[config.mk]
export PLATFORM = sky130hd
export DESIGN_NAME = swrt_ctrl
export DESIGN_NICKNAME = d
export VERILOG_FILES = /design/src/design/swrt_pkg.sv /design/src/design/swrt_ctrl.sv
export SDC_FILE = /design/constraint.sdc
export NUM_CORES = 1
export LEC_CHECK = 0
export ABC_CLOCK_PERIOD_IN_PS = 900
export BUFFER_PORTS_ARGS = -buffer_cell sky130_fd_sc_hd__buf_4
export CAP_MARGIN = 20
export CORE_AREA = 2 2 39 41
export CTS_BUF_LIST = sky130_fd_sc_hd__clkbuf_16
export DETAILED_ROUTE_END_ITERATION = 7
export DIE_AREA = 0 0 41 43
export PLACE_DENSITY = 0.44
export SLEW_MARGIN = 20
export SYNTH_ARGS = -nofsm -noshare
export SYNTH_HDL_FRONTEND = slang
export SYNTH_SLANG_ARGS = --single-unit
export TNS_END_PERCENT = 100
[constraint.sdc]
create_clock -name clk -period 0.9 [get_ports clk]
set_input_delay 0.09 -clock clk [delete_from_list [all_inputs] [get_ports clk]]
set_output_delay 0.09 -clock clk [all_outputs]
set_load 0.02 [all_outputs]
[src/design/swrt_pkg.sv]
`default_nettype none

package swrt_pkg;

	// Width of the window length register.
	localparam int CFG_BITS = 11;

	// Width of the spread result.
	localparam int SPREAD_BITS = 32;

	// Window length after reset.
	localparam logic [CFG_BITS-1:0] WINDOW_RESET = 11'd1;

	// Commands from the controller to the datapath.
	typedef struct packed {
		logic accept;
		logic upd_leaf;
		logic upd_climb;
		logic q_setup;
		logic q_load;
		logic q_step;
		logic q_pass2;
		logic q_finish;
	} cmd_t;

	// Status from the datapath to the controller.
	typedef struct packed {
		logic climb_last;
		logic range_open;
	} status_t;

endpackage

`default_nettype wire

[src/design/swrt_ctrl.sv]
`default_nettype none

module swrt_ctrl (
	input  logic              clk,
	input  logic              arst_n,
	input  logic              in_valid,
	input  logic              mode,
	input  logic              out_ready,
	input  swrt_pkg::status_t status,
	output logic              in_ready,
	output logic              out_valid,
	output swrt_pkg::cmd_t    cmd
);

	typedef enum logic [2:0] {
		S_IDLE,
		S_ULEAF,
		S_UCLIMB,
		S_QSETUP,
		S_QLOAD,
		S_QRUN1,
		S_QRUN2,
		S_QFIN
	} state_t;

	state_t state_q;
	state_t state_d;
	logic   out_valid_q;

	// Next state and command decode.
	always_comb begin
		cmd     = '0;
		state_d = state_q;
		case (state_q)
			S_IDLE: begin
				if (in_valid) begin
					cmd.accept = 1'b1;
					state_d    = mode ? S_QSETUP : S_ULEAF;
				end
			end
			S_ULEAF: begin
				cmd.upd_leaf = 1'b1;
				state_d      = S_UCLIMB;
			end
			S_UCLIMB: begin
				cmd.upd_climb = 1'b1;
				if (status.climb_last) begin
					state_d = S_IDLE;
				end
			end
			S_QSETUP: begin
				cmd.q_setup = 1'b1;
				state_d     = S_QLOAD;
			end
			S_QLOAD: begin
				cmd.q_load = 1'b1;
				state_d    = S_QRUN1;
			end
			S_QRUN1: begin
				if (status.range_open) begin
					cmd.q_step = 1'b1;
				end else begin
					cmd.q_pass2 = 1'b1;
					state_d     = S_QRUN2;
				end
			end
			S_QRUN2: begin
				if (status.range_open) begin
					cmd.q_step = 1'b1;
				end else begin
					state_d = S_QFIN;
				end
			end
			S_QFIN: begin
				// Wait until the output register is free or being emptied.
				if (!out_valid_q || out_ready) begin
					cmd.q_finish = 1'b1;
					state_d      = S_IDLE;
				end
			end
			default: begin
				state_d = S_IDLE;
			end
		endcase
	end

	// State and output valid register.
	always_ff @(posedge clk or negedge arst_n) begin
		if (!arst_n) begin
			state_q     <= S_IDLE;
			out_valid_q <= 1'b0;
		end else begin
			state_q <= state_d;
			if (cmd.q_finish) begin
				out_valid_q <= 1'b1;
			end else if (out_ready) begin
				out_valid_q <= 1'b0;
			end
		end
	end

	assign in_ready  = (state_q == S_IDLE);
	assign out_valid = out_valid_q;

endmodule

`default_nettype wire

# Word level (Yosys, flattened, before mapping)
# Cells that the tools add are included.
[totals]
latch_bits = 0
n_memories = 0
out_inout_bits = 10
ramBits = 0
reg_bits = 4
rom_bits = 0
elab_cells = 41
[classes]
n_reduce_logical = 6
add_sub_neg = 0
magnitude_cmp = 0
n_mul = 0
mux = 21
n_bitwise = 0
div = 0
eq_ne = 12
n_shift = 0
[ops]
columns = ["operator", "count"]
rows = [
  ["case mux 3 bit (8 select lines)", 1],
  ["two-way mux 3 bit", 5],
  ["two-way mux 1 bit", 14],
  ["== test 3 bit (second input constant)", 4],
  ["inequality test 2 bit (second input constant)", 5],
  ["== test 3 x 2 -> 1 bit (second input constant)", 2],
  ["AND reduction 5 bit", 1],
  ["== test 3 x 1 -> 1 bit (second input constant)", 1],
  ["zero test 3 bit", 1],
  ["two-way mux 2 bit", 1],
  ["nonzero test 2 bit", 1],
  ["OR reduction 2 bit", 1],
  ["zero test 1 bit", 1],
  ["logical OR 1 bit", 1],
]

# Depth between registers and ports, before layout
[logic_depth]
word_depth = 5
depth_mapped = 4

# Least setup slack after synthesis
# No wires, ideal clock.
[synth_path]
kind = "register to output"
startpoint = "reg state_q[2]"
endpoint = "out cmd[5] (netlist bit)"
stages_incl_launch_ff = 3
required_ns = 0.810
path_slack_ns = -0.287
n_path_buf = 1
arrival_ns = 1.097
path_cell_list = "dfrtp_1 -> buf_2 -> nor3b_1"
[synth_lines]
columns = ["element", "line_no", "source"]
rows = [
  ["start: declaration", "swrt_ctrl.sv:26", "state_t state_q;"],
  ["start signal: assignment", "swrt_ctrl.sv:93", "state_q <= state_d;"],
  ["end: declaration", "swrt_ctrl.sv:12", "output swrt_pkg::cmd_t cmd"],
]

==> metrics.csv <==
metric,value,unit
first_global_vias,384,
fillers,121,
dp_slack,-0.2547,ns
muxShareOfSynthArea,0,%
maxSlewHeadroom,87.80,%
final-max-slew-violation-count,0,
cts_buffers,3,
synth_compound_area_share,21.46,%
cp_max_fo,6,
cts_tree,yes,
cts_sinks,4,
vias,368,
synth_area_per_cell,8.574,sq um
grt_first_pass_wirelength,1.524,mm
power.total,3.255,mW
avgViaCountPerCell,4.488,
period_share,138.7,%
synth_most_common_cell,nor2_1,
syn2layout_area_growth,171.2,%
synth.top_cells.by_area,"dfrtp_1, nor3b_1, nand2b_1, nor2_1, a211oi_2",
avgRoutedWirePerCell,11.41,microns
fin_skew,0.001870,ns
end_kind,output pin,
clk_pin_slew,0.03,ns
drt_wl_total,936,microns
ir_drop,1.903,mV
crit_type,reg2out,
worstPathRequired,0.81,ns
chipHeight,43,microns
clock_path_buffers,2,
synth-edff-count,0,
drive_gt1_share,84.85,%
fin_tns_setup,-3.459,ns
synthXorXnorAreaFrac,3.004,%
grt_overflow,0,
hold_violations,0,
status,finished with violations,
p_per_area,4116,mW/mm^2
synth_cell_types,20,
period_needed,1.248,ns
drt_pass1_iterations,2,
drt_iter0_markers,1,
initial_core_util,21.07,%
synth_fp_nets,41,
cp_data_arrival_time,1.16,ns
fmax,801.1,MHz
design.die.area,0.001763,sq mm
setup_ws,-0.3483,ns
port_buffers,16,
grt_max_degree,9,
antennaDiodeCount,0,
ys_top_cells_by_count,"nor2_1, dfrtp_1, nand2b_1, nor3b_1",
fin_nets,74,
holdWs,0.1611,ns
setup_viol,12,
coreArea,0.001384,sq mm
worst_pin_slew,0.1830,ns
cts-htree-levels,1,
grt_usage,13.41,%
synth.yosys.seq_area_share,34.33,%
io-pin-count,17,
route.antenna.remaining_nets,0,
ys.flop_type,dfrtp_1,
async_flop_share,100.0,%
synth_top_area_share,34.33,%
routabilityCongestion,0.6684,
fin_util,57.14,%
antenna_found_initial,0,
cts-root-buf,clkbuf_16,
synth_area,291.5,sq um
synth_fa_ha_area_share,0,%
yosysTopAreaCell,dfrtp_1,
syn_inst,34,
ys_seq_elements,4,
hold_path_class,in2reg,
violations,setup timing,
drc,0,
rows,14,
synth-simple-area-share,33.91,%
rsz0062_at_grt,yes,
drv_cap,0,
yosysWarnings,0,
die_w,41,microns
start_kind,flip-flop,
synth_top_family_by_area,simple AND/OR/NAND/NOR gates,
clock_latency,0.23,ns
leakage,0.3693,nW
==> logic make-up (layout without fill, tap and decap cells) <==
family / after synthesis / count (layout)
AOI/OAI and AO/OA: 8 / 8
xor gates and xnor gates: 1 / 1
buffers and inverters: 3 / 35
DFF: 4 / 4
and+or+nand+nor: 18 / 18
==> power breakdown <==
part	internal, mW	switching [mW]
clock network	0.574	0.135
registers	0.286	0.164
logic	1.16	0.934
total	2.02	1.23
==> metal layers <==
metal | up-vias | track usage (%) | part of all wire (%)
li1 | 182 | - | -
met1 | 170 | 13.68 | 36
met2 | 13 | 21.88 | 55
met3 | 3 | 1.571 | 5.8
met4 | 0 | 12.00 | 3.0
met5 | - | 0 | 0
==> stage by stage <==
step	instance area, sq um	std cells
6_report	790.8	82
5_1_grt	790.8	82
4_1_cts	772.0	81
3_5_place_dp	574.3	72
3_3_place_gp	574.3	72
2_1_floorplan	400.4	34
==> worst paths after layout <==
| kind | from | to | slack, ns | cells after the start |
|---|---|---|---|---|
| setup / recovery | state_q[0] | cmd[0] | -0.35 | 4 |
| hold / removal | out_ready | out_valid | 0.16 | 3 |
| setup reg to reg | state_q[0] | state_q[2] | -0.25 | 6 |
| hold reg to reg | out_valid | out_valid | 0.55 | 2 |
| max in group asynchronous | arst_n | state_q[1] | 0.60 | 2 |
| min in group asynchronous | arst_n | state_q[2] | 0.19 | 2 |
==> flip-flops by register name (all words and copies together), names as in the netlist <==
| signal | count |
|---|---|
| state_q | 3 |
| out_valid | 1 |
==> cells in the final DEF (no fill, tap or decap) <==
cell | synthesis | layout
xor2_1 | 1 | 1
nand2_1 | 1 | 1
nand2b_4 | 0 | 3
a21oi_2 | 1 | 2
clkbuf_16 | 0 | 3
nor3b_4 | 0 | 3
nand3_2 | 0 | 1
dfrtp_1 | 4 | 1
a21oi_1 | 2 | 1
dfrtp_2 | 0 | 3
buf_6 | 1 | 16
buf_4 | 0 | 14
o2bb2ai_1 | 1 | 1
and3_4 | 0 | 1
inv_1 | 0 | 1
dlygate4sd3_1 | 0 | 1
nor2_4 | 0 | 3
nor3_4 | 0 | 1
a21o_1 | 1 | 1
a2bb2oi_2 | 0 | 1
nor2b_2 | 0 | 1
nand2_2 | 1 | 1
o22ai_1 | 1 | 1
a211oi_2 | 1 | 1
nor2b_4 | 0 | 1
nor2_2 | 0 | 1
nor2_1 | 5 | 1
==> final cells by class <==
cell class / count / area (sq um) / share of cell area, %
clock buffer: 3 / 75.07 / 9.494
clock inverter: 1 / 3.754 / 0.4747
multi-input combinational: 27 / 292.8 / 37.03
sequential: 4 / 103.9 / 13.13
tap: 16 / 20.02 / 2.532
timing repair buffer: 31 / 295.3 / 37.34
==> critical path, cell delays in order, from the launching register on <==
cell and delay, ns:
dfrtp_2 0.42, buf_6 0.15, nand3_2 0.11, nor2b_4 0.14, buf_6 0.12
==> what timing repair did <==
action,CTS,global route
hold endpoints to repair,4,0
setup endpoints to repair,12,14
gates resized for setup,23,3
pin swaps,9,3
cloned,0,0
hold buffers,1,0
setup buffers,4,1
No activity file was read; power rests on OpenSTA's default activity.
